===== src/hdl/lsvp_pkg.sv =====
// ----------------------------------------------------------------------------
// lsvp_pkg
// Shared widths, codes and request/result types of the Loop vertex-point unit.
// ----------------------------------------------------------------------------
package lsvp_pkg;

  localparam int POS_W       = 32;
  localparam int MAX_VALENCE = 16;
  localparam int NBR_TRI     = 3;

  localparam int CNT_W = $clog2(MAX_VALENCE + 1);
  localparam int SUM_W = POS_W + CNT_W;
  localparam int NUM_W = POS_W + 3 + CNT_W;
  localparam int U_W   = NUM_W - 3;

  localparam int DIV_DIGIT  = 4;
  localparam int DIV_STAGES = (U_W + DIV_DIGIT - 1) / DIV_DIGIT;
  localparam int DIV_W      = DIV_STAGES * DIV_DIGIT;

  localparam logic [1:0] ST_OK       = 2'd0;
  localparam logic [1:0] ST_NO_NBR   = 2'd1;
  localparam logic [1:0] ST_OVERFLOW = 2'd2;

  typedef logic signed [POS_W-1:0] pos_t;
  typedef logic signed [SUM_W-1:0] sum_t;
  typedef logic signed [NUM_W-1:0] num_t;
  typedef logic signed [U_W-1:0]   u_t;
  typedef logic [U_W-1:0]          mag_t;
  typedef logic [CNT_W-1:0]        cnt_t;
  typedef logic [1:0]              status_t;

  typedef struct packed {
    logic start_vertex;
    logic boundary;
    logic last_item;
    pos_t pos_x;
    pos_t pos_y;
    pos_t pos_z;
  } req_t;

  typedef struct packed {
    pos_t    new_x;
    pos_t    new_y;
    pos_t    new_z;
    status_t status;
  } result_t;

  typedef struct packed {
    logic       bnd;
    logic       ovf;
    cnt_t       cnt;
    pos_t [2:0] center;
    sum_t [2:0] sum;
    pos_t [2:0] first;
    pos_t [2:0] lastn;
  } fin_t;

  typedef struct packed {
    mag_t [2:0] mag;
    logic [2:0] neg;
    cnt_t       den;
    status_t    status;
  } prep_t;

  typedef struct packed {
    logic [2:0] neg;
    status_t    status;
  } side_t;

endpackage


===== src/hdl/lsvp_prep.sv =====
// ----------------------------------------------------------------------------
// lsvp_prep
// Forms the weighted numerator, the rounding offset and the divisor,
// and hands a sign/magnitude dividend to the divider.
// ----------------------------------------------------------------------------
module lsvp_prep import lsvp_pkg::*; (
  input  logic  clk,
  input  logic  rst,
  input  fin_t  fin,
  input  logic  fin_valid,
  output prep_t prep,
  output logic  prep_valid
);

  num_t             a_next [3];
  num_t             b_next [3];
  num_t             a1     [3];
  num_t             b1     [3];
  logic [CNT_W+1:0] k_next, k1;
  logic [2:0]       sh_next, sh1;
  cnt_t             den_next, den1, den2;
  status_t          st_next, st1, st2;
  logic             v1, v2;
  u_t               u2 [3];
  logic [CNT_W+2:0] five_n;

  assign five_n = (CNT_W+3)'({fin.cnt, 2'b00}) + (CNT_W+3)'(fin.cnt);

  always_comb begin
    logic signed [POS_W+CNT_W+3:0] prod;
    num_t cx;
    num_t sx;
    k_next   = '0;
    sh_next  = '0;
    den_next = CNT_W'(1);
    st_next  = fin.ovf ? ST_OVERFLOW : ST_OK;
    if (fin.cnt == '0) begin
      st_next = ST_NO_NBR;
    end else if (fin.bnd) begin
      k_next  = (CNT_W+2)'(4);
      sh_next = 3'd3;
    end else if (fin.cnt == CNT_W'(NBR_TRI)) begin
      k_next  = (CNT_W+2)'(8);
      sh_next = 3'd4;
    end else begin
      k_next   = {fin.cnt, 2'b00};
      sh_next  = 3'd3;
      den_next = fin.cnt;
    end
    for (int k = 0; k < 3; k++) begin
      cx   = num_t'($signed(fin.center[k]));
      sx   = num_t'($signed(fin.sum[k]));
      prod = $signed(fin.center[k]) * $signed({1'b0, five_n});
      if (fin.cnt == '0) begin
        a_next[k] = cx;
        b_next[k] = '0;
      end else if (fin.bnd) begin
        a_next[k] = (cx <<< 2) + (cx <<< 1);
        b_next[k] = num_t'($signed(fin.first[k])) + num_t'($signed(fin.lastn[k]));
      end else if (fin.cnt == CNT_W'(NBR_TRI)) begin
        a_next[k] = (cx <<< 3) - cx;
        b_next[k] = (sx <<< 1) + sx;
      end else begin
        a_next[k] = num_t'(prod);
        b_next[k] = (sx <<< 1) + sx;
      end
    end
  end

  always_ff @(posedge clk) begin
    if (rst) begin
      v1         <= 1'b0;
      v2         <= 1'b0;
      prep_valid <= 1'b0;
    end else begin
      v1         <= fin_valid;
      v2         <= v1;
      prep_valid <= v2;
    end
  end

  always_ff @(posedge clk) begin
    num_t acc;
    a1   <= a_next;
    b1   <= b_next;
    k1   <= k_next;
    sh1  <= sh_next;
    den1 <= den_next;
    st1  <= st_next;
    for (int k = 0; k < 3; k++) begin
      acc   = a1[k] + b1[k] + num_t'(k1);
      u2[k] <= u_t'(acc >>> sh1);
    end
    den2 <= den1;
    st2  <= st1;
    for (int k = 0; k < 3; k++) begin
      prep.neg[k] <= u2[k][U_W-1];
      prep.mag[k] <= u2[k][U_W-1] ? (~mag_t'(u2[k]) + mag_t'(den2)) : mag_t'(u2[k]);
    end
    prep.den    <= den2;
    prep.status <= st2;
  end

endmodule


===== config.mk =====
export PLATFORM = sky130hd
export DESIGN_NAME = lsvp_prep
export DESIGN_NICKNAME = d
export VERILOG_FILES = /design/src/hdl/lsvp_pkg.sv /design/src/hdl/lsvp_prep.sv
export SDC_FILE = /design/constraint.sdc
export NUM_CORES = 2
export LEC_CHECK = 0
export BUFFER_PORTS_ARGS = -buffer_cell sky130_fd_sc_hd__buf_2
export CAP_MARGIN = 20
export CORE_MARGIN = 2
export CORE_UTILIZATION = 45
export DETAILED_ROUTE_END_ITERATION = 12
export GPL_ROUTABILITY_DRIVEN = 0
export PLACE_DENSITY = 0.73
export SLEW_MARGIN = 0
export SYNTH_ARGS = -nofsm -noshare
export SYNTH_HDL_FRONTEND = slang
export SYNTH_SLANG_ARGS = --single-unit
export TNS_END_PERCENT = 30

===== constraint.sdc =====
create_clock -name clk -period 10.5 [get_ports clk]
set_input_delay 0.525 -clock clk [delete_from_list [all_inputs] [get_ports clk]]
set_output_delay 0.525 -clock clk [all_outputs]
set_load 0.005 [all_outputs]

==> impl_metrics.prom <==
# TYPE chip_impl_metric gauge
chip_impl_info{name="status",value="finished clean"} 1
chip_impl_metric{name="number_of_resized_instances_in_the_post_cts_repair_step",unit=""} 0
chip_impl_metric{name="die_w",unit="um"} 402
chip_impl_metric{name="fmax",unit="GHz"} 0.125
chip_impl_metric{name="die_h",unit="um"} 402
chip_impl_metric{name="ir_worst_vdd",unit="V"} 0.000205
chip_impl_metric{name="final_slew_violations",unit=""} 0
chip_impl_metric{name="final.setup_skew",unit="ps"} 25.8
chip_impl_metric{name="layout_min_cycle_time",unit="ps"} 7980
chip_impl_info{name="worst_setup_path_start_kind",value="input port"} 1
chip_impl_metric{name="cts.htree.levels",unit=""} 2
chip_impl_metric{name="path_max_fanout",unit=""} 26
chip_impl_metric{name="overall_routing_resource_usage",unit="%"} 29.1
chip_impl_metric{name="reg2reg_depth",unit=""} 13
chip_impl_metric{name="initial_utilization",unit="%"} 45.4
chip_impl_metric{name="yosys_register_bits",unit=""} 490
chip_impl_metric{name="postCtsSetupRepairBufs",unit=""} 0
chip_impl_metric{name="synth_edf_count",unit=""} 0
chip_impl_metric{name="yosysSeqAreaShare",unit="%"} 13.8
chip_impl_metric{name="async_reset_ff_share",unit="%"} 0
chip_impl_metric{name="final.fill_count",unit=""} 14800
chip_impl_metric{name="postRouteAntennaNets",unit=""} 0
chip_impl_metric{name="setup-violations-final",unit=""} 0
chip_impl_info{name="final_common_cell",value="inv_1"} 1
chip_impl_metric{name="grt_max_degree",unit=""} 97
chip_impl_metric{name="stdcell_area",unit="um^2"} 77300
chip_impl_metric{name="wirelength",unit="mm"} 244
chip_impl_info{name="layout.cells.most_common_list",value="inv_1 (948), ha_1 (866), nand2_1 (686), nor2_1 (671), a21oi_1 (658)"} 1
chip_impl_metric{name="clk_pin_slew",unit="ps"} 60
chip_impl_metric{name="sink_count",unit=""} 490
chip_impl_metric{name="worst-slew-pin-transition",unit="ps"} 1100
chip_impl_metric{name="hold_buffers",unit=""} 0
chip_impl_metric{name="first_pass_iters",unit=""} 9
chip_impl_metric{name="p_total",unit="uW"} 24300
chip_impl_metric{name="num_cts_buffers",unit=""} 49
chip_impl_metric{name="cts_max_path_buffers",unit=""} 3
chip_impl_metric{name="overflow",unit=""} 0
chip_impl_info{name="criticalPathCategory",value="input port to flop"} 1
chip_impl_metric{name="placement.io_buffers",unit=""} 530
chip_impl_metric{name="synth.avg_cell_area",unit="um^2"} 8.16
chip_impl_metric{name="clkLatencyLatePin",unit="ps"} 640
chip_impl_metric{name="nets",unit=""} 10900
chip_impl_metric{name="post_drt_wl_per_cell",unit="um"} 21.9
chip_impl_metric{name="antenna_found_initial",unit=""} 35
chip_impl_metric{name="final.setup.tns",unit="ps"} 0
chip_impl_info{name="critical_path.endpoint_type",value="flop"} 1
chip_impl_metric{name="num_vias",unit=""} 67100
chip_impl_metric{name="core_region_area",unit="um^2"} 157000
chip_impl_metric{name="share_of_post_route_cells_with_drive_strength_above_1",unit="%"} 8.23
chip_impl_info{name="clockRootBuffer",value="clkbuf_16"} 1
chip_impl_metric{name="dieArea",unit="um^2"} 161000
chip_impl_info{name="rsz0062_at_grt",value="no"} 1
chip_impl_metric{name="worstPathRequired",unit="ps"} 11010
chip_impl_metric{name="slew-limit-headroom",unit="%"} 26.6
chip_impl_metric{name="cap_viol_max_count",unit=""} 0
chip_impl_metric{name="grt_pass1_wl",unit="mm"} 373
chip_impl_metric{name="first_global_vias",unit=""} 65700
chip_impl_metric{name="areal_power_density_over_the_cells",unit="nW/um^2"} 314
chip_impl_metric{name="vias_per_cell",unit=""} 6.03
chip_impl_metric{name="cp.arrival",unit="ps"} 8490
chip_impl_metric{name="static-leakage-power",unit="uW"} 0.0383
chip_impl_metric{name="synth_warnings",unit=""} 0
chip_impl_metric{name="area.growth.synth_to_final",unit="%"} 8.74
chip_impl_metric{name="holdPathStages",unit=""} 2
chip_impl_metric{name="post-route-period-util",unit="%"} 76.0
chip_impl_metric{name="cells_after_synthesis",unit=""} 8715
chip_impl_info{name="yosys_most_used_dff",value="dfxtp_1"} 1
chip_impl_metric{name="count_of_distinct_cell_types_in_the_synthesized_netlist",unit=""} 92
chip_impl_metric{name="finalHoldViolCount",unit=""} 0
chip_impl_metric{name="detail_route.iter0.violations",unit=""} 7005
chip_impl_metric{name="post_synthesis_net_count",unit=""} 10600
chip_impl_metric{name="dp.final_hpwl",unit="mm"} 199
chip_impl_info{name="min-delay-path-class",value="input port to flop"} 1
chip_impl_metric{name="placed_area",unit="um^2"} 75600
chip_impl_metric{name="boundaryPins",unit=""} 531
chip_impl_info{name="tritoncts",value="done"} 1
chip_impl_metric{name="route.detailed.drc",unit=""} 0
chip_impl_metric{name="netlist_area",unit="um^2"} 71100
chip_impl_metric{name="layout.core_utilization",unit="%"} 49.4
chip_impl_metric{name="num_rows",unit=""} 145
==> flip-flops by register name (all words and copies together) (netlist names), 2 cells and up <==
| register | count |
|---|---|
| a1 | 120 |
| st2 | 2 |
| u2 | 111 |
| den1 | 5 |
| st1 | 2 |
| k1 | 2 |
| prep | 121 |
| sh1 | 2 |
| den2 | 5 |
| b1 | 117 |
==> cell type report <==
type                    count  area [um^2]  share of cell area [%]
well taps                2058         2570                    3.33
clock buffers              58         1310                    1.69
flip-flops and latches    490         9820                    12.7
diodes                     18         45.0                  0.0582
inverters                 953         3580                    4.63
repair buffers            577         3040                    3.93
multi-input cells        6948        56600                    73.2
clock inverters            29          349                   0.451
==> synth_stat cells (24+ instances only) <==
| cell type | number | area, um^2 |
|---|---|---|
| a211oi_1 | 139 | 1040 |
| a21o_1 | 376 | 2820 |
| a21oi_1 | 659 | 3300 |
| a221oi_1 | 36 | 315 |
| a31oi_1 | 77 | 482 |
| and2_1 | 226 | 1410 |
| and3_1 | 67 | 419 |
| and4_1 | 32 | 280 |
| buf_1 | 40 | 150 |
| clkbuf_1 | 282 | 1060 |
| dfxtp_1 | 490 | 9810 |
| fa_1 | 619 | 12400 |
| ha_1 | 867 | 10800 |
| inv_1 | 951 | 3570 |
| mux2i_1 | 140 | 1400 |
| nand2_1 | 689 | 2590 |
| nand2b_1 | 105 | 657 |
| nand3_1 | 122 | 611 |
| nand4_1 | 70 | 438 |
| nor2_1 | 675 | 2530 |
| nor2b_1 | 89 | 557 |
| nor3_1 | 175 | 876 |
| nor4_1 | 25 | 156 |
| o211ai_1 | 41 | 308 |
| o21a_1 | 81 | 608 |
| o21ai_0 | 400 | 2000 |
| o21bai_1 | 79 | 593 |
| o22ai_1 | 56 | 350 |
| o31ai_1 | 48 | 360 |
| o41ai_1 | 24 | 210 |
| or3_1 | 41 | 257 |
| or4_1 | 25 | 188 |
| xnor2_1 | 435 | 3810 |
| xor2_1 | 205 | 1800 |
==> worst max-delay path: stages <==
cell and delay, ps:
buf_4 250, clkinv_1 540, fa_4 720, nor2b_1 120, o21ai_0 200, xor2_4 710
buf_4 460, nor2_1 80, ha_1 310, fa_1 470, fa_1 500, inv_1 50
fa_1 470, inv_1 40, ha_1 390, nand4_1 210, nor4_1 390, o21ai_0 160
nand2_1 230, a41oi_1 330, o21ai_0 420, o21ai_0 220, o21ai_0 310, xnor2_1 130
a21o_1 180
==> kinds of logic (layout without fill, tap and decap cells) <==
| kind of cell | count (synthesis) | count (layout) | synth area share, % |
|---|---|---|---|
| AOI/OAI and AO/OA | 2276 | 2276 | 20.7 |
| xor gates and xnor gates | 640 | 640 | 7.88 |
| adders and majority gates | 1486 | 1486 | 32.7 |
| buffers and inverters | 1277 | 1617 | 6.74 |
| DFF | 490 | 490 | 13.8 |
| muxes | 148 | 148 | 2.11 |
| other | 0 | 18 | 0 |
| and+or+nand+nor | 2398 | 2398 | 16.1 |
==> stage by stage <==
stage          instances  setup slack, ps  hold slack [ps]
6_report           11100             2520             88.2
5_1_grt            11100             2060             78.6
4_1_cts            11100             2720             59.4
3_5_place_dp       11000             2060              312
3_3_place_gp       11000             2150              311
2_1_floorplan       8715             3350              310
==> power breakdown <==
group | switching, uW | internal (uW)
Clock | 834 | 1010
Combinational | 11600 | 7430
Sequential | 673 | 2770
Total | 13100 | 11200
==> per-layer routing <==
metal	global-route usage (%)	vias to the layer above	share of wire, %	wire, um
li1	-	30700	-	-
met5	0	-	0.028	68
met3	4.57	750	8.9	21600
met4	15.3	12	6.1	14800
met2	47.8	3361	45	111000
met1	36.8	32300	40	96600
==> final timing paths <==
check | from | endpoint | slack (ps)
setup reg to reg | den1[3]$_SDFF_PP0_ | u2[0][107]$_DFF_P_ | 5630
setup / recovery | fin[400] | a1[39]$_DFF_P_ | 2520
hold / removal | rst | prep_valid$_SDFF_PP0_ | 90
hold reg to reg | den1[0]$_SDFF_PP1_ | den2[0]$_DFF_P_ | 330
Note: power is estimated with default switching activity, not from simulation.
