===== config.mk =====
export PLATFORM = sky130hd
export DESIGN_NAME = lsvp_div
export DESIGN_NICKNAME = d
export VERILOG_FILES = /design/src/hdl/lsvp_pkg.sv /design/src/hdl/lsvp_div.sv
export SDC_FILE = /design/constraint.sdc
export NUM_CORES = 1
export LEC_CHECK = 0
export ABC_AREA = 1
export ABC_CLOCK_PERIOD_IN_PS = 6950
export CORE_UTILIZATION = 50
export CTS_CLUSTER_DIAMETER = 100
export CTS_CLUSTER_SIZE = 40
export DETAILED_ROUTE_END_ITERATION = 8
export DONT_BUFFER_PORTS = 1
export SLEW_MARGIN = 20
export SYNTH_ARGS = -nofsm -noshare
export SYNTH_HDL_FRONTEND = slang
export SYNTH_SLANG_ARGS = --single-unit

===== constraint.sdc =====
create_clock -name clk -period 6.95 [get_ports clk]
set_input_delay 1.39 -clock clk [delete_from_list [all_inputs] [get_ports clk]]
set_output_delay 1.39 -clock clk [all_outputs]
set_load 0.01 [all_outputs]

===== src/hdl/lsvp_pkg.sv =====
// ----------------------------------------------------------------------------
// lsvp_pkg
// Shared widths, codes and request/result types of the Loop vertex-point unit.
// ----------------------------------------------------------------------------
package lsvp_pkg;

  localparam int POS_W       = 32;
  localparam int MAX_VALENCE = 16;
  localparam int NBR_TRI     = 3;

  localparam int CNT_W = $clog2(MAX_VALENCE + 1);
  localparam int SUM_W = POS_W + CNT_W;
  localparam int NUM_W = POS_W + 3 + CNT_W;
  localparam int U_W   = NUM_W - 3;

  localparam int DIV_DIGIT  = 4;
  localparam int DIV_STAGES = (U_W + DIV_DIGIT - 1) / DIV_DIGIT;
  localparam int DIV_W      = DIV_STAGES * DIV_DIGIT;

  localparam logic [1:0] ST_OK       = 2'd0;
  localparam logic [1:0] ST_NO_NBR   = 2'd1;
  localparam logic [1:0] ST_OVERFLOW = 2'd2;

  typedef logic signed [POS_W-1:0] pos_t;
  typedef logic signed [SUM_W-1:0] sum_t;
  typedef logic signed [NUM_W-1:0] num_t;
  typedef logic signed [U_W-1:0]   u_t;
  typedef logic [U_W-1:0]          mag_t;
  typedef logic [CNT_W-1:0]        cnt_t;
  typedef logic [1:0]              status_t;

  typedef struct packed {
    logic start_vertex;
    logic boundary;
    logic last_item;
    pos_t pos_x;
    pos_t pos_y;
    pos_t pos_z;
  } req_t;

  typedef struct packed {
    pos_t    new_x;
    pos_t    new_y;
    pos_t    new_z;
    status_t status;
  } result_t;

  typedef struct packed {
    logic       bnd;
    logic       ovf;
    cnt_t       cnt;
    pos_t [2:0] center;
    sum_t [2:0] sum;
    pos_t [2:0] first;
    pos_t [2:0] lastn;
  } fin_t;

  typedef struct packed {
    mag_t [2:0] mag;
    logic [2:0] neg;
    cnt_t       den;
    status_t    status;
  } prep_t;

  typedef struct packed {
    logic [2:0] neg;
    status_t    status;
  } side_t;

endpackage


===== src/hdl/lsvp_div.sv =====
// ----------------------------------------------------------------------------
// lsvp_div
// Pipelined restoring divider, unsigned dividend by small valence divisor,
// DIV_DIGIT quotient bits per stage.
// ----------------------------------------------------------------------------
module lsvp_div import lsvp_pkg::*; (
  input  logic clk,
  input  mag_t num,
  input  cnt_t den,
  output mag_t quo
);

  logic [DIV_W-1:0] w_q [DIV_STAGES];
  cnt_t             r_q [DIV_STAGES];
  cnt_t             d_q [DIV_STAGES];

  for (genvar s = 0; s < DIV_STAGES; s++) begin : g_stage
    logic [DIV_W-1:0] w_in, w_out;
    cnt_t             r_in, r_out, d_in;

    if (s == 0) begin : g_first
      assign w_in = DIV_W'(num);
      assign r_in = '0;
      assign d_in = den;
    end else begin : g_next
      assign w_in = w_q[s-1];
      assign r_in = r_q[s-1];
      assign d_in = d_q[s-1];
    end

    always_comb begin
      logic [CNT_W:0] rt;
      w_out = w_in;
      r_out = r_in;
      for (int i = 0; i < DIV_DIGIT; i++) begin
        rt    = {r_out, w_out[DIV_W-1]};
        w_out = {w_out[DIV_W-2:0], 1'b0};
        if (rt >= {1'b0, d_in}) begin
          rt       = rt - {1'b0, d_in};
          w_out[0] = 1'b1;
        end
        r_out = rt[CNT_W-1:0];
      end
    end

    always_ff @(posedge clk) begin
      w_q[s] <= w_out;
      r_q[s] <= r_out;
      d_q[s] <= d_in;
    end
  end

  assign quo = w_q[DIV_STAGES-1][U_W-1:0];

endmodule


==> results.md, run 1 <==
* Synthesized area at between 15000 and 20000 sq um
* Hold_sp: w_q[2][31]$_DFF_P_
* Yosys warning count at 0
* Met2 Routed Length at roughly 16000 um
* Top Metal Used: met4
* Post-Route WL at around 35000 um
* Antenna viol nets, final at 0
* Number of synthesized register bits at 460
* DPL Wire Length at approximately 27000 um
* Final max-slew violation count at 0
* Most used cell, CP: nand2_1
* Most frequent cells in the layout: 523 x nand2_1, 460 x dfxtp_1, 281 x inv_1
* Fin Setup TNS at 0 ns
* Clk sinks at 460
* Starting Density at 0.509
* CTS-repair resized insts at 0
* Share of cells above drive strength 1 at 0.0719
* Vias at ~13000
* Hold path endpoint: w_q[3][35]$_DFF_P_
* Worst skew pair latency at between 0.5 and 0.6 ns
* DR vias/cell at 4.80
* Final hold vios at 0
* CP Launch Type: flip-flop
* Cells after Synth at approximately 2200
* Post-layout nets at ~2500
* Die ar. at 40200 sq um
* HP Class: flip-flop to flip-flop
* Initial DRC count at ~500
* Die span in y at around 200 um
* Total core area at 38700 sq um
* CP max stage delay at between 0.5 and 0.6 ns
* Die width at between 200 and 250 um
* Post-synthesis sequential area ratio at 0.467
* MaxCap Viol Count at 0
* Critical Path RT at ~7.4 ns
* DRC Markers at 0
* Max Freq at approximately 0.16 GHz
* Buffers on Ports at 0
* CTS max path bufs at 3
* Grt ovf at 0
* Syn_nets at around 2400
* Slowest CP cell: dfxtp_1
* GP Congestion at roughly 0.9
* Nature of the critical path endpoint: flip-flop
* Site Rows at between 70 and 80
* Cts-stage hold buffer count at 0
* Largest net degree at the start of global routing at 41
* R2R Setup Slk at 0.61 ns
* GRT Overall Usage at 0.177
* Commonest non-fill, non-tap cell in the layout: nand2_1
* Path type of the worst setup path: flip-flop to flip-flop
* H-Tree Level Count at 1
* CTS root buf: clkbuf_16
* Hold-critical path depth at 0
* R2R depth at 30
* Met1 Wirelength at 17100 um
* Worst Tran Pin Value at ~0.58 ns
* Rel. slew slack at 0.609
* WL met3 at 968 um
* RSZ-0062 raised after global routing: no
* CTS tree: yes
* Post CTS Setup Buffer Count at 0
* Min cycle time layout at about 6.3 ns
* Post-synth ARST share at 0
* Post-Syn Area per Cell at approximately 9.1 sq um
* DRT Pass-1 Iters at 5
* FF-to-FF Start: d_q[8][1]$_DFF_P_
* Wire per inst at 12.9 um
* Setup Viol. Count Final at 0
* Reg clk slew, reported paths at 0.13 ns
* Crit path max fanout at 9
* Hold WS at approximately 0.33 ns
* Status: completed
* Area Growth Syn to Fin at 6.08%
* Clk_skew at around 0.04 ns
* First-pass GRT wire length at roughly 60000 um
* Final period utilization at 0.913
* CTS Buf Count at 17
* IO Pins at 80
* FF-to-FF End: w_q[9][0]$_DFF_P_
* Initial antenna violation count at 0
* Post-synth EDFFs at 0
* Number of global-route vias before repair at around 13000
* # diodes at 0
* Worst Path Arrival at between 6 and 7 ns
* Prevailing post-synth register cell: dfxtp_1
* Library cells used by synthesis at 46
[per-layer routing]
metal,vias to the layer above,track usage
met4,0,0.0455
met3,42,0.0218
met2,134,0.307
met5,-,0
li1,6953,-
met1,5885,0.233
[area by class of cell]
type	instances	area, sq um
tap	518	648
multi-input combinational	1409	9380
clock buffer	18	439
sequential	460	9210
fill	3557	17800
clock inverter	8	124
inverter	301	1130
[cell usage after synthesis (17+ instances only)]
| cell type | count | area, sq um |
|---|---|---|
| nand3_2 | 17 | 170 |
| nand3_1 | 115 | 576 |
| xor2_1 | 70 | 613 |
| o21ai_0 | 78 | 390 |
| nor2_1 | 91 | 342 |
| dfxtp_1 | 460 | 9210 |
| nand3b_1 | 23 | 173 |
| xnor2_1 | 26 | 228 |
| nand2_2 | 34 | 213 |
| inv_2 | 19 | 71.3 |
| nand2_1 | 523 | 1960 |
| fa_1 | 36 | 721 |
| inv_1 | 281 | 1050 |
| a21oi_1 | 77 | 385 |
| ha_1 | 196 | 2450 |
[how the worst max path moves through the flow]
stage | to | slack, ns | depth (start not counted) | start
global route | w_q[9][0]$_DFF_P_ | 0.06 | 31 | d_q[8][0]$_DFF_P_
floorplan | r_q[0][1]$_DFF_P_ | 1.25 | 35 | den[1]
global placement | w_q[9][0]$_DFF_P_ | 0.65 | 30 | d_q[8][1]$_DFF_P_
finish | w_q[9][0]$_DFF_P_ | 0.61 | 30 | d_q[8][1]$_DFF_P_
CTS | w_q[9][0]$_DFF_P_ | 0.55 | 31 | d_q[8][0]$_DFF_P_
detailed placement | r_q[0][1]$_DFF_P_ | 0.57 | 35 | den[1]
[worst max-delay path: cells and delay by family, from the launching register on]
family | cells | cell delay [ns]
compound gates | 11 | 2.36
flops | 1 | 0.51
buf+inv | 3 | 0.44
simple gates | 12 | 1.45
fa+ha+maj | 4 | 1.49
[logic make-up after synthesis]
| group | count (synthesis) | synth area share |
|---|---|---|
| adder cells (fa/ha/maj) | 232 | 0.161 |
| XOR/XNOR | 96 | 0.0426 |
| AND/OR/NAND/NOR | 860 | 0.205 |
| AO/OA/AOI/OAI | 221 | 0.0668 |
| flip-flops | 460 | 0.467 |
| buffers and inverters | 302 | 0.0578 |
[registers in the layout (all words and copies together), names as in the netlist]
register	count
w_q	370
d_q	45
r_q	45
[stage by stage]
stage	std cells	worst slack (ns)	instance area [sq um]	utilization
after global routing	2714	0.0586	20900	0.540
after floorplan	2171	1.25	19700	-
after global placement	2688	0.651	20400	0.526
after CTS	2714	0.553	20900	0.540
final	2714	0.606	20900	0.540
after detailed placement	2688	0.567	20400	0.526
Power of run 1 is left out: the tool's default activity adds up to more than one toggle a clock period on the data nets, which glitch-free logic cannot reach.
==> inputs of run 2 (changes only) <==
Settings changed: ABC_AREA 1 to not set, ABC_CLOCK_PERIOD_IN_PS 6950 to not set.
==> results.md, run 2 <==
* Largest net degree at the start of global routing at 41 (unchanged)
* Max Freq at 0.152 GHz (-3.4%)
* Vias at 11543 (-11%)
* Number of synthesized register bits at 460 (unchanged)
* Post-synth top area share at 0.491 (+0.0241)
* Biggest regs: w_q x370, d_q x45, r_q x45
* Final period utilization at 0.945 (+0.0320)
* Slack of the critical path at 0.383 ns (-0.223 ns)
* GRT Overall Usage at 0.174 (-0.00244)
* Clk_skew at 0.0154 ns (-0.0251 ns)
* Final core occ at 0.565 (+0.0244)
* Min cycle time layout at 6.57 ns (+0.223 ns)
* FF-to-FF Start: d_q[1][0]$_DFF_P_
* Setup Viol. Count Final at 0 (unchanged)
* Die ar. at 38300 sq um (-4.9%)
* Post-layout nets at 2064 (-16%)
* Grt ovf at 0 (unchanged)
* Cts-stage hold buffer count at 0 (unchanged)
* Prevailing post-synth register cell: dfxtp_1
* CTS tree: yes
* DPL Wire Length at 25700 um (-5.8%)
* DR vias/cell at 5.10 (+6.4%)
* Syn_nets at 1946 (-20%)
* CP endpoint: r_q[2][1]$_DFF_P_
* Post-synth top area cell: dfxtp_1
* Nature of the critical path endpoint: flip-flop
* MaxCap Viol Count at 0 (unchanged)
* CTS Buf Count at 16 (-1)
* Final max-slew violation count at 0 (unchanged)
* Yosys warning count at 0 (unchanged)
* Worst skew pair latency at 0.54 ns (-0.02 ns)
* Antenna viol nets, final at 0 (unchanged)
* Reg clk slew, reported paths at 0.13 ns (about the same)
* Fin Setup TNS at 0 ns (unchanged)
* CTS max path bufs at 3 (unchanged)
* Synthesized area at 18800 sq um (-4.9%)
* FF-to-FF End: r_q[2][1]$_DFF_P_
* DRT Pass-1 Iters at 5 (unchanged)
* HP Class: flip-flop to flip-flop
* Worst Path Arrival at 7.00 ns (+0.21 ns)
* Met2 Routed Length at 15600 um (-3.7%)
* Register with the most flip-flops: w_q
* H-Tree Level Count at 1 (unchanged)
* DRC Markers at 0 (unchanged)
* Share of cells above drive strength 1 at 0.143 (+0.0708)
* Die span in y at 196 um (-2.5%)
* Total core area at 36800 sq um (-5.0%)
* R2R depth at 31 (+3.3%)
* R2R Setup Slk at 0.38 ns (-0.22 ns)
* Slowest CP cell: fa_1
* Top-count cell post-synth: dfxtp_1
* Critical Path RT at 7.39 ns (about the same)
* Synth cell count leaders: 460 x dfxtp_1, 196 x ha_1, 194 x inv_1, 101 x a21oi_1, 65 x a21o_1
* Post-synthesis sequential area ratio at 0.491 (+0.0241)
* Wire per inst at 14.6 um (+13%)
* Crit path max fanout at 5 (-4)
* Starting Density at 0.510 (+0.000693)
* Worst Tran Pin Value at 0.609 ns (+0.0261 ns)
* Pre-CTS setup slack at -0.108 ns (-0.675 ns)
* Die width at 196 um (-2.5%)
* Post-synth ARST share at 0 (unchanged)
* Rel. slew slack at 0.588 (-0.0215)
* GP Congestion at 0.867 (-2.1%)
* Max reg flops at 370 (unchanged)
* Top Metal Used: met4
* CP Launch Type: flip-flop
* Post-Syn Area per Cell at 11.2 sq um (+24%)
* WL met3 at 1060 um (+9.1%)
* Top cells by area, synth: dfxtp_1 49%, ha_1 13%, inv_1 3.9%, fa_1 3.8%, a21oi_1 2.7%
* IO Pins at 80 (unchanged)
* Initial antenna violation count at 1 (+1)
* Cells after Synth at 1671 (-23%)
* First-pass GRT wire length at 55400 um (-7.4%)
* Library cells used by synthesis at 85 (+85%)
* Post-synth EDFFs at 0 (unchanged)
* Path type of the worst setup path: flip-flop to flip-flop
* Commonest non-fill, non-tap cell in the layout: dfxtp_1
* Most frequent cells in the layout: 454 x dfxtp_1, 196 x ha_1, 194 x inv_1
* CP max stage delay at 0.47 ns (-0.04 ns)
* Initial DRC count at 408 (-20%)
* Post-Route WL at 33100 um (-5.5%)
* Buffers on Ports at 0 (unchanged)
* Number of global-route vias before repair at 11557 (-11%)
* Clk sinks at 460 (unchanged)
* Status: completed
* CTS root buf: clkbuf_16
* Site Rows at 70 (-2.8%)
* Final hold vios at 0 (unchanged)
* Crit path from: d_q[1][0]$_DFF_P_
* Met1 Wirelength at 15800 um (-7.4%)
* Area Growth Syn to Fin at 10.7%
run 2: cell count changes in the layout (fill, tap and decap cells not counted), sizes merged, moves of 23 or more:
cell | before | now
a21o | 2 | 65
mux2i | 0 | 36
o21ai | 99 | 55
xnor2 | 26 | 53
nand2 | 560 | 45
nor2 | 120 | 53
nand3 | 139 | 12
nor2b | 0 | 36
buf | 0 | 111
xor2 | 70 | 36
inv | 304 | 203
mux2 | 0 | 43
nand3b | 27 | 4
run 2: worst max-delay path, delay by kind of cell, from the launching register on:
family / cells / cell delay, ns
compound gates: 14 / 2.66
buf+inv: 2 / 0.19
fa+ha+maj: 5 / 1.72
simple gates: 8 / 1.01
mux: 2 / 0.52
flops: 1 / 0.39
run 2: how the worst min path moves through the flow:
stage	slack, ns	to	cells after the start	from
after floorplan	0.31	w_q[1][10]$_DFF_P_	0	w_q[0][6]$_DFF_P_
final	0.33	w_q[4][24]$_DFF_P_	0	w_q[3][20]$_DFF_P_
after CTS	0.33	w_q[4][24]$_DFF_P_	0	w_q[3][20]$_DFF_P_
after global routing	0.34	w_q[7][27]$_DFF_P_	0	w_q[6][23]$_DFF_P_
after global placement	0.31	w_q[8][9]$_DFF_P_	0	w_q[7][5]$_DFF_P_
after detailed placement	0.31	w_q[1][10]$_DFF_P_	0	w_q[0][6]$_DFF_P_
run 2: final cells by class:
cell class / instances / area [sq um]
inverters: 199 / 747
repair buffers: 111 / 833
well taps: 468 / 586
clock buffers: 17 / 425
multi-input cells: 1001 / 8890
fillers: 3196 / 16000
flip-flops and latches: 460 / 9220
clock inverters: 5 / 71.3
diodes: 1 / 2.50
run 2: kinds of logic after synthesis:
group / Yosys count / share of synthesized area
AO/OA/AOI/OAI: 361 / 0.136
XOR/XNOR: 89 / 0.0416
buffers and inverters: 210 / 0.0434
multiplexers: 79 / 0.0456
adder cells (fa/ha/maj): 232 / 0.169
AND/OR/NAND/NOR: 240 / 0.0737
flip-flops: 460 / 0.491
run 2: what timing repair did:
item                                    in CTS  in global routing
hold endpoints to repair                     0                  0
endpoints found under the setup margin       4                 48
resized for setup                            0                 63
pin swaps                                    1                  8
buffers inserted                             2                 10
run 2: through the flow:
stage | cell area [sq um] | instances | hold slack, ns
global route | 20800 | 2262 | 0.336
global placement | 20000 | 2227 | 0.310
floorplan | 18800 | 1671 | 0.310
CTS | 20500 | 2251 | 0.335
detailed placement | 20000 | 2227 | 0.312
finish | 20800 | 2262 | 0.329
run 2: routing by layer:
metal / vias up / GRT usage
met5: - / 0
met2: 135 / 0.303
li1: 5995 / -
met1: 5374 / 0.231
met3: 39 / 0.0239
met4: 0 / 0.0399
Power of run 2 is left out for the same reason.
