**src/hdl/lsvp_pkg.sv**
```systemverilog
// ----------------------------------------------------------------------------
// lsvp_pkg
// Shared widths, codes and request/result types of the Loop vertex-point unit.
// ----------------------------------------------------------------------------
package lsvp_pkg;

  localparam int POS_W       = 32;
  localparam int MAX_VALENCE = 16;
  localparam int NBR_TRI     = 3;

  localparam int CNT_W = $clog2(MAX_VALENCE + 1);
  localparam int SUM_W = POS_W + CNT_W;
  localparam int NUM_W = POS_W + 3 + CNT_W;
  localparam int U_W   = NUM_W - 3;

  localparam int DIV_DIGIT  = 4;
  localparam int DIV_STAGES = (U_W + DIV_DIGIT - 1) / DIV_DIGIT;
  localparam int DIV_W      = DIV_STAGES * DIV_DIGIT;

  localparam logic [1:0] ST_OK       = 2'd0;
  localparam logic [1:0] ST_NO_NBR   = 2'd1;
  localparam logic [1:0] ST_OVERFLOW = 2'd2;

  typedef logic signed [POS_W-1:0] pos_t;
  typedef logic signed [SUM_W-1:0] sum_t;
  typedef logic signed [NUM_W-1:0] num_t;
  typedef logic signed [U_W-1:0]   u_t;
  typedef logic [U_W-1:0]          mag_t;
  typedef logic [CNT_W-1:0]        cnt_t;
  typedef logic [1:0]              status_t;

  typedef struct packed {
    logic start_vertex;
    logic boundary;
    logic last_item;
    pos_t pos_x;
    pos_t pos_y;
    pos_t pos_z;
  } req_t;

  typedef struct packed {
    pos_t    new_x;
    pos_t    new_y;
    pos_t    new_z;
    status_t status;
  } result_t;

  typedef struct packed {
    logic       bnd;
    logic       ovf;
    cnt_t       cnt;
    pos_t [2:0] center;
    sum_t [2:0] sum;
    pos_t [2:0] first;
    pos_t [2:0] lastn;
  } fin_t;

  typedef struct packed {
    mag_t [2:0] mag;
    logic [2:0] neg;
    cnt_t       den;
    status_t    status;
  } prep_t;

  typedef struct packed {
    logic [2:0] neg;
    status_t    status;
  } side_t;

endpackage

```
**src/hdl/lsvp_accum.sv**
```systemverilog
// ----------------------------------------------------------------------------
// lsvp_accum
// Collects one vertex run: center, neighbor sums, first and last neighbor.
// ----------------------------------------------------------------------------
module lsvp_accum import lsvp_pkg::*; (
  input  logic clk,
  input  logic rst,
  input  logic take,
  input  req_t req,
  output fin_t fin,
  output logic fin_valid
);

  pos_t center [3];
  pos_t first  [3];
  pos_t lastn  [3];
  sum_t sum    [3];
  pos_t center_next [3];
  pos_t first_next  [3];
  pos_t lastn_next  [3];
  sum_t sum_next    [3];
  cnt_t cnt, cnt_next;
  logic bnd, bnd_next;
  logic ovf, ovf_next;
  logic open, open_next;
  logic fire;
  pos_t p [3];

  assign p[0] = req.pos_x;
  assign p[1] = req.pos_y;
  assign p[2] = req.pos_z;

  always_comb begin
    center_next = center;
    first_next  = first;
    lastn_next  = lastn;
    sum_next    = sum;
    cnt_next    = cnt;
    bnd_next    = bnd;
    ovf_next    = ovf;
    open_next   = open;
    fire        = 1'b0;
    if (take) begin
      if (req.start_vertex) begin
        for (int k = 0; k < 3; k++) begin
          center_next[k] = p[k];
          sum_next[k]    = '0;
          first_next[k]  = '0;
          lastn_next[k]  = '0;
        end
        bnd_next  = req.boundary;
        cnt_next  = '0;
        ovf_next  = 1'b0;
        open_next = 1'b1;
      end else if (open) begin
        if (cnt < CNT_W'(MAX_VALENCE)) begin
          for (int k = 0; k < 3; k++) begin
            if (cnt == '0) begin
              first_next[k] = p[k];
            end
            lastn_next[k] = p[k];
            sum_next[k]   = sum[k] + sum_t'(p[k]);
          end
          cnt_next = cnt + 1'b1;
        end else begin
          ovf_next = 1'b1;
        end
      end
      if (req.last_item && (req.start_vertex || open)) begin
        fire      = 1'b1;
        open_next = 1'b0;
      end
    end
  end

  always_ff @(posedge clk) begin
    if (rst) begin
      cnt       <= '0;
      bnd       <= 1'b0;
      ovf       <= 1'b0;
      open      <= 1'b0;
      fin_valid <= 1'b0;
    end else begin
      cnt       <= cnt_next;
      bnd       <= bnd_next;
      ovf       <= ovf_next;
      open      <= open_next;
      fin_valid <= fire;
    end
  end

  always_ff @(posedge clk) begin
    center <= center_next;
    first  <= first_next;
    lastn  <= lastn_next;
    sum    <= sum_next;
    if (fire) begin
      fin.bnd <= bnd_next;
      fin.ovf <= ovf_next;
      fin.cnt <= cnt_next;
      for (int k = 0; k < 3; k++) begin
        fin.center[k] <= center_next[k];
        fin.sum[k]    <= sum_next[k];
        fin.first[k]  <= first_next[k];
        fin.lastn[k]  <= lastn_next[k];
      end
    end
  end

endmodule

```
**config.mk**
```make
export PLATFORM = sky130hd
export DESIGN_NAME = lsvp_accum
export DESIGN_NICKNAME = d
export VERILOG_FILES = /design/src/hdl/lsvp_pkg.sv /design/src/hdl/lsvp_accum.sv
export SDC_FILE = /design/constraint.sdc
export NUM_CORES = 1
export LEC_CHECK = 0
export CORE_AREA = 10 10 251 253
export CTS_CLUSTER_DIAMETER = 100
export DETAILED_ROUTE_END_ITERATION = 16
export DIE_AREA = 0 0 261 263
export DONT_BUFFER_PORTS = 1
export GPL_TIMING_DRIVEN = 0
export HOLD_SLACK_MARGIN = 0.12
export PLACE_DENSITY = 0.73
export SLEW_MARGIN = 20
export SYNTH_ARGS = -nofsm -noshare
export SYNTH_HDL_FRONTEND = slang
export SYNTH_SLANG_ARGS = --single-unit
```
**constraint.sdc**
```tcl
create_clock -name clk -period 32 [get_ports clk]
set_input_delay 0 -clock clk [delete_from_list [all_inputs] [get_ports clk]]
set_output_delay 0 -clock clk [all_outputs]
set_load 0.02 [all_outputs]
```
==> flow_metrics.env, run 1 <==
export IMPL_drt_first_pass_iters=6
export IMPL_tns_ns=0
export IMPL_seq_area_um2=20360
export IMPL_cts_resized=0
export IMPL_avgRoutedWirePerCell_um=24.41
export IMPL_ir_drop_mv=0.04805
export IMPL_initial_utilization_pct=54.14
export IMPL_drt_initial_drc_count=1950
export IMPL_core_area_um2=58240
export IMPL_synthCells=2854
export IMPL_final_core_util_pct=63.08
export IMPL_ios=509
export IMPL_maxSlewViolCount=0
export IMPL_synth_area_um2=31530
export IMPL_syn_avg_cell_area_um2=11.05
export IMPL_p_per_area_nw_per_um2=68.56
export IMPL_cp_arrival_ns=4.14
export IMPL_multiInputGateArea_um2=10530
export IMPL_fmax_mhz=264.0
export IMPL_post_route_drc_count=0
export IMPL_post_route_min_period_ns=3.788
export IMPL_fillers=4336
export IMPL_start_kind="register"
export IMPL_synthTopCellsByArea="edfxtp_1, dfxtp_1, nand2_1"
export IMPL_ys_types=80
export IMPL_vias=22836
export IMPL_path_max_fanout=5
export IMPL_route_met3_wl_um=8405
export IMPL_cpPeakStageDelay_ns=0.52
export IMPL_grt_usage_pct=27.04
export IMPL_post_drt_via_cell_ratio=5.857
export IMPL_clockBufferDepth=3
export IMPL_clkLatencyLatePin_ns=0.62
export IMPL_die_w_um=261
export IMPL_dpl_cell_area_um2=33150
export IMPL_crit_required_ns=32.35
export IMPL_crit_family="compound AO/OA/AOI/OAI gates"
export IMPL_dp_hpwl_um=68490
export IMPL_critPathKind="register to register"
export IMPL_grt_max_degree=26
export IMPL_skew_ns=0.01588
export IMPL_grt_overflow=0
export IMPL_ant_nets=0
export IMPL_h_tree_depth=3
export IMPL_areaGrowthSynthToFinish_pct=16.51
export IMPL_wl_met1_um=36660
export IMPL_slowest_stage="o41ai_4"
export IMPL_worst_hold_path_type="input pin to register"
export IMPL_syn_nets=3069
export IMPL_final_nets=3277
export IMPL_worst_pin_slew_ns=1.002
export IMPL_final_period_utilization_pct=11.84
export IMPL_met2_length_um=46460
export IMPL_cts_buffers=80
export IMPL_routed_top_layer="met4"
export IMPL_yosys_area_top_type="edfxtp_1"
export IMPL_cts_tree="yes"
export IMPL_fp_dieArea_um2=68640
export IMPL_synth_ff_type="dfxtp_1"
export IMPL_endpoint_kind="register"
export IMPL_ys_seq_area_share_pct=64.57
export IMPL_setup_violations=0
export IMPL_path_buf_inv=1
export IMPL_leakagePower_uw=0.01430
export IMPL_place_ws_ns=28.02
export IMPL_core_rowCount=89
export IMPL_grt_pass1_vias=22482
export IMPL_port_buffers=0
export IMPL_drive_above_1_share_pct=5.600
export IMPL_synth_seq_cells=814
export IMPL_rsz0062_at_grt="no"
export IMPL_cts_sinks=814
export IMPL_status="finished clean"
export IMPL_postLayoutCellArea_um2=36740
export IMPL_synth_top_cell_area_share_pct=38.67
export IMPL_root_buffer="clkbuf_16"
export IMPL_setup_ws_ns=28.21
export IMPL_clk_pin_slew_ns=0.06
export IMPL_ys_warnings_count=0
export IMPL_routed_wl_um=95160
export IMPL_crit_chain="ha_1 > inv_1 > fa_1 > nand2b_1 > a21oi_2 > a2111oi_2 > o31ai_4 > a31oi_2 > o41ai_4 > a41oi_2 > mux2i_1 > and4_1 > a211o_1"
export IMPL_grt_pass1_wl_um=141700
export IMPL_gp_congestion=0.9133
export IMPL_drv_cap=0
export IMPL_timing_hold_violations_final=0
export IMPL_synth_async_sr_flop_share_pct=0
export IMPL_die_h_um=263
export IMPL_max_slew_margin_pct=33.20
export IMPL_antenna_found_initial=0
export IMPL_synth_edf_count=406
[registers in the layout, summed over array words and instances (netlist names)]
| name | cells |
|---|---|
| ovf | 1 |
| fin | 406 |
| open | 1 |
| first | 96 |
| cnt | 5 |
| center | 96 |
| sum | 111 |
| bnd | 1 |
| fin_valid | 1 |
| lastn | 96 |
[through the flow]
stage | hold slack (ns) | instances | total power [uW]
2_1_floorplan | 0.1147 | 2854 | 1525
3_3_place_gp | 0.1205 | 3627 | 1613
3_5_place_dp | 0.1246 | 3650 | 1594
4_1_cts | 0.1300 | 3898 | 2527
5_1_grt | 0.1865 | 3898 | 2616
6_report | 0.1680 | 3899 | 2519
[path summary, 6_finish.rpt]
kind	depth (start not counted)	from	slack, ns	to
min	3	req[13]	0.17	lastn[13]$_DFF_P_
min reg2reg	2	center[27]$_DFF_P_	0.45	center[27]$_DFF_P_
max	13	sum[74]$_DFF_P_	28.21	fin[228]$_DFFE_PP_
max reg2reg	13	sum[74]$_DFF_P_	28.21	fin[228]$_DFFE_PP_
[cells in the mapped netlist, types with 5 or more instances]
library cell,instances
nand2_1,796
dfxtp_1,408
edfxtp_1,406
a21oi_1,308
clkbuf_1,131
ha_1,110
o21ai_0,92
a21o_1,71
nor2_1,54
xnor2_1,48
xor2_1,40
o2bb2ai_1,30
inv_1,29
a22oi_1,27
nand3_1,23
nor2b_1,19
nand4_1,18
and3_1,16
o21bai_1,16
a31oi_1,14
nand2b_1,14
o21a_1,14
nor3_1,13
a211oi_1,12
buf_1,12
o31ai_1,11
o211ai_1,10
o21ai_1,9
a22o_1,7
a221o_1,5
and2_1,5
nor3b_1,5
[timing repair]
action | in CTS | in global routing
hold buffers | 103 | 0
endpoints found under the setup margin | 0 | 0
setup buffers | 0 | 0
hold endpoints to repair | 871 | 0
[worst reg2reg max path, delay by kind of cell (launching register included)]
kind / cells / cell delay, ns
AOI/OAI and AO/OA: 7 / 1.94
muxes: 1 / 0.19
DFF: 1 / 0.34
buffers and inverters: 1 / 0.06
adders and majority gates: 2 / 0.58
and+or+nand+nor: 2 / 0.42
[per-layer routing]
layer,GRT usage (%),vias to the layer above
li1,-,10478
met1,32.70,11074
met2,45.47,1094
met3,6.926,190
met4,10.72,0
met5,0,-
[report_power, final]
part | leakage, uW | internal (uW) | switching, uW
Combinational | 0.00584 | 130 | 210
Sequential | 0.00721 | 1190 | 71.9
Clock | 0.00125 | 526 | 392
Total | 0.0143 | 1850 | 674
[cells by family after synthesis]
kind of cell,share of synthesized area [%]
adders and majority gates,4.555
and+or+nand+nor,12.84
xor gates and xnor gates,2.444
AOI/OAI and AO/OA,13.37
DFF,64.57
buffers and inverters,2.087
muxes,0.1270
[final cells by class]
cell class	count	share of cell area, %
flip-flops and latches	814	55.42
multi-input cells	1865	28.66
clock buffers	111	6.011
repair buffers	126	4.530
well taps	773	2.633
plain buffers	144	1.495
clock inverters	34	0.9332
inverters	31	0.3167
diodes	1	0.006812
[cell usage in the layout (no fill, tap or decap), types with 48 or more instances in the layout]
cell,count
dlygate4sd3_1,103
dfxtp_1,408
nor2_1,53
clkbuf_1,147
edfxtp_1,406
a21oi_1,308
o21ai_0,92
nand2_1,796
xnor2_1,48
ha_1,110
clkbuf_16,80
a21o_1,71
(Power assumes the default switching activity.)
==> run 2, diff against run 1 <==
Clock period 32 ns to 3.32 ns, I/O delays scaled along.
==> flow_metrics.env, run 2 (same netlist as run 1, synthesis figures left out) <==
export IMPL_status="finished, violations left"
export IMPL_violations="setup timing"
export IMPL_ios=509
export IMPL_r2r_setup_slack_ns=-0.01
export IMPL_pwr_share_seq_pct=47.9
export IMPL_setup_violations=1
export IMPL_path_max_fanout=3
export IMPL_endpoint_kind="register"
export IMPL_critPathKind="register to register"
export IMPL_ant_nets=0
export IMPL_core_rowCount=89
export IMPL_fillers=4243
export IMPL_cts_buffers=83
export IMPL_postLayoutCellArea_um2=37570
export IMPL_post_route_drc_count=0
export IMPL_slowest_stage="o31ai_4"
export IMPL_tns_ns=-0.01290
export IMPL_largest_register_ffs=406
export IMPL_clk_pin_slew_ns=0.06
export IMPL_cp_arrival_ns=3.69
export IMPL_leakagePower_uw=0.01465
export IMPL_die_w_um=261
export IMPL_drive_above_1_share_pct=7.534
export IMPL_worstReg2RegStart="sum[74]$_DFF_P_"
export IMPL_fmax_mhz=300.0
export IMPL_areaGrowthSynthToFinish_pct=19.15
export IMPL_avgRoutedWirePerCell_um=24.50
export IMPL_dp_cells=3650
export IMPL_gp_congestion=0.9157
export IMPL_grt_pass1_wl_um=142200
export IMPL_dpl_cell_area_um2=33170
export IMPL_antenna_found_initial=1
export IMPL_ir_drop_mv=0.6506
export IMPL_drt_initial_drc_count=1956
export IMPL_cts_tree="yes"
export IMPL_max_slew_margin_pct=27.57
export IMPL_cp_startpoint="sum[74]$_DFF_P_"
export IMPL_final_core_util_pct=64.51
export IMPL_skew_ns=0.02328
export IMPL_core_area_um2=58240
export IMPL_rsz0062_at_grt="yes"
export IMPL_p_per_area_nw_per_um2=676.4
export IMPL_post_route_min_period_ns=3.333
export IMPL_cp_endpoint="fin[228]$_DFFE_PP_"
export IMPL_r2r_end="fin[228]$_DFFE_PP_"
export IMPL_combPwrFrac_pct=13.4
export IMPL_grt_max_degree=26
export IMPL_grt_overflow=0
export IMPL_fin_cells=3934
export IMPL_routed_wl_um=96400
export IMPL_post_drt_via_cell_ratio=5.836
export IMPL_port_buffers=0
export IMPL_cpPeakStageDelay_ns=0.38
export IMPL_worst_hold_path_type="input pin to register"
export IMPL_root_buffer="clkbuf_16"
export IMPL_setup_ws_ns=-0.01290
export IMPL_crit_required_ns=3.68
export IMPL_start_kind="register"
export IMPL_maxSlewViolCount=0
export IMPL_drt_first_pass_iters=8
export IMPL_vias=22960
export IMPL_fp_dieArea_um2=68640
export IMPL_worst_pin_slew_ns=1.087
export IMPL_initial_utilization_pct=54.14
export IMPL_swShare_pct=26.60
export IMPL_netSwitchingPower_uw=6760
export IMPL_clockBufferDepth=3
export IMPL_power_share_clock_pct=38.7
export IMPL_top_regs="fin x406, sum x111"
export IMPL_cts_sinks=814
export IMPL_dp_hpwl_um=68420
export IMPL_layout_commonest_cell="nand2_1"
export IMPL_clkLatencyLatePin_ns=0.63
export IMPL_crit_chain="ha_2 > inv_1 > fa_2 > nand2b_4 > a21oi_4 > a2111oi_4 > o31ai_4 > a31oi_4 > o41ai_4 > a41oi_2 > mux2i_1 > and4_1 > a211o_1"
export IMPL_largest_register="fin"
export IMPL_internal_power_uw=18650
export IMPL_grt_usage_pct=27.21
export IMPL_final_period_utilization_pct=100.4
export IMPL_timing_hold_violations_final=0
export IMPL_die_h_um=263
export IMPL_final_cell_mix="nand2_1, dfxtp_1, edfxtp_1, a21oi_1, clkbuf_1"
export IMPL_h_tree_depth=3
export IMPL_final_nets=3305
export IMPL_grt_pass1_vias=22576
export IMPL_drv_cap=0
export IMPL_worstRegToRegCells=13
==> run 2: cell types whose count changed in the layout (fill, tap and decap cells not counted), moves of 3 or more <==
| cell | change |
|---|---|
| o21ai_2 | +3 |
| o31ai_1 | -3 |
| clkbuf_1 | -9 |
| buf_4 | +14 |
| ha_1 | -3 |
| bufinv_16 | +6 |
| o21ai_0 | -3 |
| dlygate4sd3_1 | +12 |
| clkinv_1 | -3 |
| clkbuf_16 | +6 |
==> run 2: stage by stage <==
| step | worst slack [ns] | total power (uW) | hold WS, ns |
|---|---|---|---|
| after global placement | -7.428 | 15200 | 0.1205 |
| after detailed placement | -0.3737 | 15360 | 0.1262 |
| after CTS | 0.001506 | 25380 | 0.1212 |
| after floorplan | -4.302 | 14470 | 0.1147 |
| after global routing | -0.1017 | 26320 | 0.1618 |
| final | -0.01290 | 25410 | 0.1598 |
==> run 2: layout make-up <==
type                       instances  area (um2)  share of cell area [%]
antenna                            2       5.005                 0.01332
buffer                           143       571.8                   1.522
clock buffer                     113        2342                   6.234
clock inverter                    41       570.5                   1.519
inverter                          31       116.4                  0.3097
multi-input combinational       1865       10760                   28.63
sequential                       814       20360                   54.20
tap                              773       967.2                   2.574
timing repair buffer             152        1877                   4.996
==> run 2: worst max-delay path, delay by kind of cell (launching register included) <==
family	cells	cell delay (ns)
adder cells (fa/ha/maj)	2	0.51
buffers and inverters	1	0.05
AND/OR/NAND/NOR	2	0.37
flip-flops	1	0.33
multiplexers	1	0.17
AO/OA/AOI/OAI	7	1.63
==> run 2: power by group through the flow <==
| stage | logic [uW] | registers (uW) | clock network, uW |
|---|---|---|---|
| 6_report | 3400 | 12200 | 9850 |
| 2_1_floorplan | 2230 | 12200 | 0 |
| 3_3_place_gp | 2770 | 12400 | 0 |
| 4_1_cts | 3270 | 12200 | 9950 |
| 3_5_place_dp | 2990 | 12400 | 0 |
| 5_1_grt | 3740 | 12200 | 10300 |
==> run 2: worst min-delay path by stage <==
stage	from	endpoint	slack (ns)	cells past startpoint
after global placement	req[62]	center[62]$_DFF_P_	0.12	2
after detailed placement	req[11]	center[11]$_DFF_P_	0.13	2
after floorplan	req[0]	center[0]$_DFF_P_	0.11	2
after global routing	req[9]	center[9]$_DFF_P_	0.16	3
final	req[97]	fin[405]$_DFFE_PP_	0.16	3
after CTS	req[97]	fin[405]$_DFFE_PP_	0.12	3
==> run 2: layer usage <==
layer | up-vias | GRT usage, % | wire length (um)
li1 | 10546 | - | -
met1 | 11135 | 33.09 | 36980
met2 | 1062 | 45.77 | 47150
met3 | 217 | 6.678 | 8427
met4 | 0 | 10.80 | 3847
met5 | - | 0 | 0
==> run 2: timing repair <==
item / 4_1_cts / 5_1_grt
hold endpoints to repair: 853 / 0
pin swaps: 9 / 17
buffers inserted: 5 / 9
hold buffers: 115 / 0
gates resized for setup: 17 / 31
endpoints found under the setup margin: 69 / 39
